<file path="src/design/assert_macros.svh">
// assertion helpers shared by the cache modules
`ifndef ASSERT_MACROS_SVH
`define ASSERT_MACROS_SVH

// implication checked every clock, off during reset
`define ASSERT_IMPL(label, clk, rst_n, ante, cons) \
    label: assert property (@(posedge clk) disable iff (!rst_n) (ante) |-> (cons)) \
        else $error("assertion failed");

// next-cycle implication
`define ASSERT_NEXT(label, clk, rst_n, ante, cons) \
    label: assert property (@(posedge clk) disable iff (!rst_n) (ante) |=> (cons)) \
        else $error("assertion failed");

`endif

</file>
<file path="src/design/sawb_pkg.sv">
// ----------------------------------------------------------------------------
// sawb_pkg
// shared constants, codes and control types for the lru cache
// ----------------------------------------------------------------------------
package sawb_pkg;

    localparam int MEM_WORDS_DEF       = 256;
    localparam int MAX_BLOCK_WORDS_DEF = 8;
    localparam int MAX_SETS_DEF        = 8;
    localparam int MAX_WAYS_DEF        = 4;

    localparam logic [1:0] OP_READ    = 2'd0;
    localparam logic [1:0] OP_WRITE   = 2'd1;
    localparam logic [1:0] OP_PRELOAD = 2'd2;
    localparam logic [1:0] OP_NONE    = 2'd3;

    localparam logic [2:0] ACT_C2P  = 3'd0;
    localparam logic [2:0] ACT_P2C  = 3'd1;
    localparam logic [2:0] ACT_M2C  = 3'd2;
    localparam logic [2:0] ACT_C2M  = 3'd3;
    localparam logic [2:0] ACT_DISC = 3'd4;
    localparam logic [2:0] ACT_PRE  = 3'd5;

    localparam logic [1:0] CFG_BLOCK = 2'd0;
    localparam logic [1:0] CFG_SETS  = 2'd1;
    localparam logic [1:0] CFG_WAYS  = 2'd2;

    typedef enum logic [3:0] {
        ST_IDLE,
        ST_LOOKUP,
        ST_DECIDE,
        ST_WB_RD,
        ST_WB_WR,
        ST_WB_OUT,
        ST_FILL_RD,
        ST_FILL_WR,
        ST_FILL_OUT,
        ST_WORD_RD,
        ST_WORD_OUT,
        ST_PRE_OUT,
        ST_CLEAR
    } state_t;

    // controller to datapath
    typedef struct packed {
        logic capture;
        logic clear_lines;
        logic mem_clear;
        logic pre_write;
        logic pick_victim;
        logic wb_mem_rd;
        logic wb_mem_wr;
        logic fill_mem_rd;
        logic fill_line_wr;
        logic fill_done;
        logic word_rd;
        logic word_wr;
        logic touch;
        logic cnt_clr;
        logic cnt_inc;
        logic out_load;
        logic [2:0] out_action;
        logic out_last;
    } cmd_t;

    // datapath to controller
    typedef struct packed {
        logic [1:0] op;
        logic hit;
        logic victim_valid;
        logic victim_dirty;
        logic cnt_last;
        logic clr_last;
        logic out_busy;
    } status_t;

endpackage

</file>
<file path="src/design/sawb_ctrl.sv">
// ----------------------------------------------------------------------------
// sawb_ctrl
// sequencer for memory clear, lookup, write-back, fill, word and preload transfers
// ----------------------------------------------------------------------------
`include "assert_macros.svh"

module sawb_ctrl (
    input  logic               clk,
    input  logic               rst_n,
    input  logic               in_valid,
    output logic               in_ready,
    input  logic               cfg_valid,
    output logic               cfg_ready,
    input  sawb_pkg::status_t  st,
    output sawb_pkg::cmd_t     cmd
);

    sawb_pkg::state_t state_reg, state_next;

    always_ff @(posedge clk or negedge rst_n)
    begin
        if (!rst_n)
        begin
            state_reg <= sawb_pkg::ST_CLEAR;
        end
        else
        begin
            state_reg <= state_next;
        end
    end

    always_comb
    begin
        state_next = state_reg;
        unique case (state_reg)
            sawb_pkg::ST_CLEAR:
            begin
                if (st.clr_last)
                begin
                    state_next = sawb_pkg::ST_IDLE;
                end
            end
            sawb_pkg::ST_IDLE:
            begin
                if (in_valid && !cfg_valid)
                begin
                    state_next = sawb_pkg::ST_LOOKUP;
                end
            end
            sawb_pkg::ST_LOOKUP:
            begin
                case (st.op)
                    sawb_pkg::OP_PRELOAD: state_next = sawb_pkg::ST_PRE_OUT;
                    sawb_pkg::OP_NONE:    state_next = sawb_pkg::ST_IDLE;
                    default:              state_next = sawb_pkg::ST_DECIDE;
                endcase
            end
            sawb_pkg::ST_DECIDE:
            begin
                if (st.hit)
                begin
                    state_next = sawb_pkg::ST_WORD_RD;
                end
                else if (st.victim_valid && st.victim_dirty)
                begin
                    state_next = sawb_pkg::ST_WB_RD;
                end
                else if (st.victim_valid)
                begin
                    state_next = sawb_pkg::ST_WB_OUT;
                end
                else
                begin
                    state_next = sawb_pkg::ST_FILL_RD;
                end
            end
            sawb_pkg::ST_WB_RD:   state_next = sawb_pkg::ST_WB_WR;
            sawb_pkg::ST_WB_WR:
            begin
                state_next = st.cnt_last ? sawb_pkg::ST_WB_OUT : sawb_pkg::ST_WB_RD;
            end
            sawb_pkg::ST_WB_OUT:
            begin
                if (!st.out_busy)
                begin
                    state_next = sawb_pkg::ST_FILL_RD;
                end
            end
            sawb_pkg::ST_FILL_RD: state_next = sawb_pkg::ST_FILL_WR;
            sawb_pkg::ST_FILL_WR:
            begin
                state_next = st.cnt_last ? sawb_pkg::ST_FILL_OUT : sawb_pkg::ST_FILL_RD;
            end
            sawb_pkg::ST_FILL_OUT:
            begin
                if (!st.out_busy)
                begin
                    state_next = sawb_pkg::ST_WORD_RD;
                end
            end
            sawb_pkg::ST_WORD_RD: state_next = sawb_pkg::ST_WORD_OUT;
            sawb_pkg::ST_WORD_OUT,
            sawb_pkg::ST_PRE_OUT:
            begin
                if (!st.out_busy)
                begin
                    state_next = sawb_pkg::ST_IDLE;
                end
            end
            default: state_next = sawb_pkg::ST_IDLE;
        endcase
    end

    always_comb
    begin
        cmd = '0;
        in_ready = 1'b0;
        cfg_ready = 1'b0;
        unique case (state_reg)
            sawb_pkg::ST_CLEAR:   cmd.mem_clear = 1'b1;
            sawb_pkg::ST_IDLE:
            begin
                cfg_ready = !st.out_busy;
                in_ready = !cfg_valid;
                cmd.capture = in_valid && !cfg_valid;
                cmd.clear_lines = cfg_valid && !st.out_busy;
            end
            sawb_pkg::ST_LOOKUP:
            begin
                cmd.pick_victim = 1'b1;
                cmd.cnt_clr = 1'b1;
                cmd.pre_write = (st.op == sawb_pkg::OP_PRELOAD);
            end
            sawb_pkg::ST_DECIDE: ;
            sawb_pkg::ST_WB_RD:   cmd.wb_mem_rd = 1'b1;
            sawb_pkg::ST_WB_WR:
            begin
                cmd.wb_mem_wr = 1'b1;
                cmd.cnt_inc = 1'b1;
            end
            sawb_pkg::ST_WB_OUT:
            begin
                cmd.out_load = !st.out_busy;
                cmd.out_action = st.victim_dirty ? sawb_pkg::ACT_C2M : sawb_pkg::ACT_DISC;
                cmd.cnt_clr = 1'b1;
            end
            sawb_pkg::ST_FILL_RD: cmd.fill_mem_rd = 1'b1;
            sawb_pkg::ST_FILL_WR:
            begin
                cmd.fill_line_wr = 1'b1;
                cmd.cnt_inc = 1'b1;
            end
            sawb_pkg::ST_FILL_OUT:
            begin
                cmd.out_load = !st.out_busy;
                cmd.out_action = sawb_pkg::ACT_M2C;
                cmd.fill_done = !st.out_busy;
            end
            sawb_pkg::ST_WORD_RD:
            begin
                cmd.word_rd = 1'b1;
            end
            sawb_pkg::ST_WORD_OUT:
            begin
                cmd.word_rd = 1'b1;
                cmd.out_load = !st.out_busy;
                cmd.out_action = (st.op == sawb_pkg::OP_READ) ? sawb_pkg::ACT_C2P
                                                              : sawb_pkg::ACT_P2C;
                cmd.out_last = 1'b1;
                cmd.word_wr = !st.out_busy && (st.op == sawb_pkg::OP_WRITE);
                cmd.touch = !st.out_busy;
            end
            sawb_pkg::ST_PRE_OUT:
            begin
                cmd.out_load = !st.out_busy;
                cmd.out_action = sawb_pkg::ACT_PRE;
                cmd.out_last = 1'b1;
            end
            default: cmd = '0;
        endcase
    end

    `ASSERT_IMPL(a_cfg_only_idle, clk, rst_n, cfg_ready, state_reg == sawb_pkg::ST_IDLE)
    `ASSERT_NEXT(a_capture_lookup, clk, rst_n, cmd.capture, state_reg == sawb_pkg::ST_LOOKUP)
    `ASSERT_IMPL(a_no_load_busy, clk, rst_n, cmd.out_load, !st.out_busy)

endmodule

</file>
<file path="config.mk">
export PLATFORM = sky130hd
export DESIGN_NAME = sawb_ctrl
export DESIGN_NICKNAME = d
export VERILOG_FILES = /design/src/design/sawb_pkg.sv /design/src/design/sawb_ctrl.sv
export VERILOG_INCLUDE_DIRS = /design/src /design/src/design
export SDC_FILE = /design/constraint.sdc
export NUM_CORES = 1
export LEC_CHECK = 0
export BUFFER_PORTS_ARGS = -buffer_cell sky130_fd_sc_hd__buf_2
export CORE_MARGIN = 2
export CORE_UTILIZATION = 43
export DETAILED_ROUTE_END_ITERATION = 8
export PLACE_DENSITY = 0.78
export SYNTH_ARGS = -nofsm -noshare
export SYNTH_HDL_FRONTEND = slang
export SYNTH_SLANG_ARGS = --single-unit
</file>
<file path="constraint.sdc">
create_clock -name clk -period 2.1 [get_ports clk]
set_input_delay 0.105 -clock clk [delete_from_list [all_inputs] [get_ports clk]]
set_output_delay 0.105 -clock clk [all_outputs]
set_load 0.1 [all_outputs]
</file>
# After elaboration in Yosys (flattened, before gate mapping)
# Index checks and enable logic that the tools add are counted.
# W data, S select, Z words.
# word_totals
input_bits	12
reg_bits	4
out_inout_bits	22
wordCells	64
# op_classes
reduce_logical	13
mux	30
eq_ne	20
# ops
operator	count
$pmux W4 S12	1
$mux W4	7
$eq A4 B4 Y1 const B	5
$eq A4 B3 Y1 const B	4
$pmux W4 S4	1
$mux W1	13
$ne A2 B2 Y1 const B	5
$mux W3	3
$eq A4 B2 Y1 const B	2
$mux W2	4
$pmux W4 S2	1
$reduce_or A2 Y1	4
$reduce_and A5 Y1	1
$eq A2 B2 Y1 const B	2
$eq A4 B1 Y1 const B	1
$logic_and A1 B1 Y1	4
$logic_not A4 Y1	1
$eq A2 B1 Y1 const B	1
$logic_not A1 Y1	2
$logic_not A2 Y1	1

# Depth between registers and ports, before layout
# logic_depth
ltp_word	4
ltp_mapped	6
mapped_depth_nobuf	4

# Worst setup path after synthesis
# No wires, ideal clock.
# synth_timing
path_type	reg2out
start	register state_reg[1]
end	output cmd[19] (netlist name)
path_stages_with_launch	6
slack_ps	-2057
path_buffers	2
t_required_ps	1995
arrival_time_ps	4052
cell_sequence	dfrtp_1 buf_2 or2_2 buf_2 nor3_1 and2_1
# synth_lines
element	line	source
start: declaration	sawb_ctrl.sv:18	sawb_pkg::state_t state_reg, state_next;
start signal: assignment	sawb_ctrl.sv:24	state_reg <= sawb_pkg::ST_CLEAR;
start signal: assignment	sawb_ctrl.sv:28	state_reg <= state_next;
end: declaration	sawb_ctrl.sv:15	output sawb_pkg::cmd_t cmd

==> metrics.yaml <==
run_status:
  outcome: "completed"
timing:
  rsz0062_at_grt: "no"
  final-setup-viol-count: 0
  finalClockSkew_ns: 0.000975
  hold_ws_ns: 0.217
  hold_viol: 0
  min_period_over_period: 0.957
  maxSlewHeadroom: 0.660
  fmax_ghz: 0.498
  drv_slew: 0
  period_needed_ns: 2.01
  tightestPinTransition_ns: 0.511
  fin_tns_setup_ns: 0
critical_path:
  worstPathCellList: "or2_1 > nor3_4 > and2_4 > buf_2"
  worstSetupPathType: "flop to primary output"
  cp_num_buf_inv: 1
  cp_slowest_stage_delay_ns: 0.43
  critPathMaxFanout: 13
  crit_family: "simple AND/OR/NAND/NOR gates"
  crit_slowest_cell: "dfstp_2"
  crit_path_end_kind: "primary output"
  cp.required_ns: 2.00
  crit_arrival_ns: 1.90
  critPathLaunchType: "flop"
clocking:
  cts_max_level: 1
  root_buffer: "clkbuf_4"
  cts_buffers: 3
  numClockSinks: 4
  cts_tree: "yes"
  clock_path_buffers: 2
  clk_pin_slew_worst_paths_ns: 0.04
  insertion_delay_ns: 0.24
  post-cts-setup-buffer-count: 0
route:
  drt_iter0_drc: 18
  vias: 736
  wl_mm: 1.81
  final_antenna_net_count: 0
  viasPerCell: 5.53
  drc_errors: 0
  wl_per_cell_um: 13.6
  drt_pass1_iterations: 4
placed_design:
  gp_congestion: 1.00
  portBuffers: 33
  placed_area_um2: 910
  dp_cells: 128
  hpwl_mm: 1.45
floorplanning:
  die-height_um: 41.8
  initial_core_util: 0.467
  die_w_um: 41.8
  rows: 13
  coreArea_um2: 1320
  io_pins: 34
  die-area_um2: 1750
yosys:
  syn-num-nets: 98
  netlist_instances: 86
  ys_types: 35
  synth_edf_count: 0
  async_flop_share: 1.00
  yosysWarnings: 0
  syn_area_um2: 616
  synth.avg_cell_area_um2: 7.16
  synthFlopType: "dfstp_2"
  synth-seq-area-share: 0.167
  ys_ff_latch: 4
final_layout:
  diodes: 0
  fin_nets: 131
  fin_cells: 133
  final_common_cell: "buf_2"
  syn_to_final_growth_pct: 54.1
  regArea_um2: 103
  multiInputGateArea_um2: 533
  nFillCells: 104
  mostFrequentLayoutCells: "buf_2 (29), nor2_1 (14), a21oi_1 (6)"
  drive_above_1_share: 0.551
  largest_reg_flops: 4
  fin_area_um2: 948
global_route:
  grt_overflow: 0
  grt_pass1_vias: 684
  grt_pass1_wl_mm: 3.14
  grt_max_degree: 14
  track_usage: 0.226
  antenna_found_initial: 0
worst_hold_path:
  hold_path_class: "input port to asynchronous set/reset pin"
flow_run:
  maxCapViolations: 0
==> through the flow <==
step                worst slack (ns)  utilization
global route                  0.0121        0.720
detailed placement             0.241        0.690
floorplan                     -0.321            -
CTS                           0.0464        0.718
global placement               0.286        0.690
finish                        0.0911        0.720
==> cells by family (layout without fill, tap and decap cells) <==
| group | Yosys count | in the layout | synth area share |
|---|---|---|---|
| and+or+nand+nor | 42 | 42 | 0.364 |
| muxes | 2 | 2 | 0.0427 |
| AOI/OAI and AO/OA | 24 | 24 | 0.297 |
| DFF | 4 | 4 | 0.167 |
| buffers and inverters | 14 | 46 | 0.130 |
==> Yosys cell counts, types with 2 or more instances <==
master,instances,share of area
nor2_1,18,0.11
nand2_1,4,0.024
nand2b_1,3,0.030
buf_6,3,0.055
a21oi_1,8,0.065
dfstp_2,2,0.085
buf_2,4,0.033
dfrtp_1,2,0.081
clkbuf_1,3,0.018
and2_1,2,0.020
inv_1,4,0.024
nor3_1,7,0.057
o22a_4,2,0.057
o21ai_0,2,0.016
o31ai_1,2,0.024
==> what timing repair did <==
action	4_1_cts	5_1_grt
hold buffers	1	0
setup endpoints to repair	0	1
hold endpoints to repair	4	0
gates resized for setup	0	1
==> layout make-up <==
class	instances	area share
clock buffers	4	0.0277
inverters	4	0.0158
multi-input cells	68	0.562
flip-flops and latches	4	0.108
well taps	15	0.0198
repair buffers	38	0.266
==> worst paths after layout <==
kind	slack [ns]	depth (start not counted)	start	to
worst min register to register	0.58	2	state_reg[3]$_DFFE_PN1P_	state_reg[3]$_DFFE_PN1P_
max in group asynchronous	1.68	2	rst_n	state_reg[2]$_DFFE_PN1P_
worst min-delay path	0.22	2	rst_n	state_reg[0]$_DFFE_PN0P_
worst max register to register	0.23	4	state_reg[2]$_DFFE_PN1P_	state_reg[2]$_DFFE_PN1P_
min in group clk	0.25	4	st[1]	state_reg[3]$_DFFE_PN1P_
worst max-delay path	0.09	4	state_reg[2]$_DFFE_PN1P_	cmd[18]
==> metal layers <==
metal  share of wire  up-vias  track usage  wire (um)
met2            0.49       37        0.388        894
li1                -      369            -          -
met3           0.064        0       0.0435        116
met5               0        -            0          0
met1            0.44      330        0.304        803
met4               0        0       0.0194          0
Power is not shown: default switching activity piles up to over one toggle a cycle in this logic, so the estimate is an artifact.
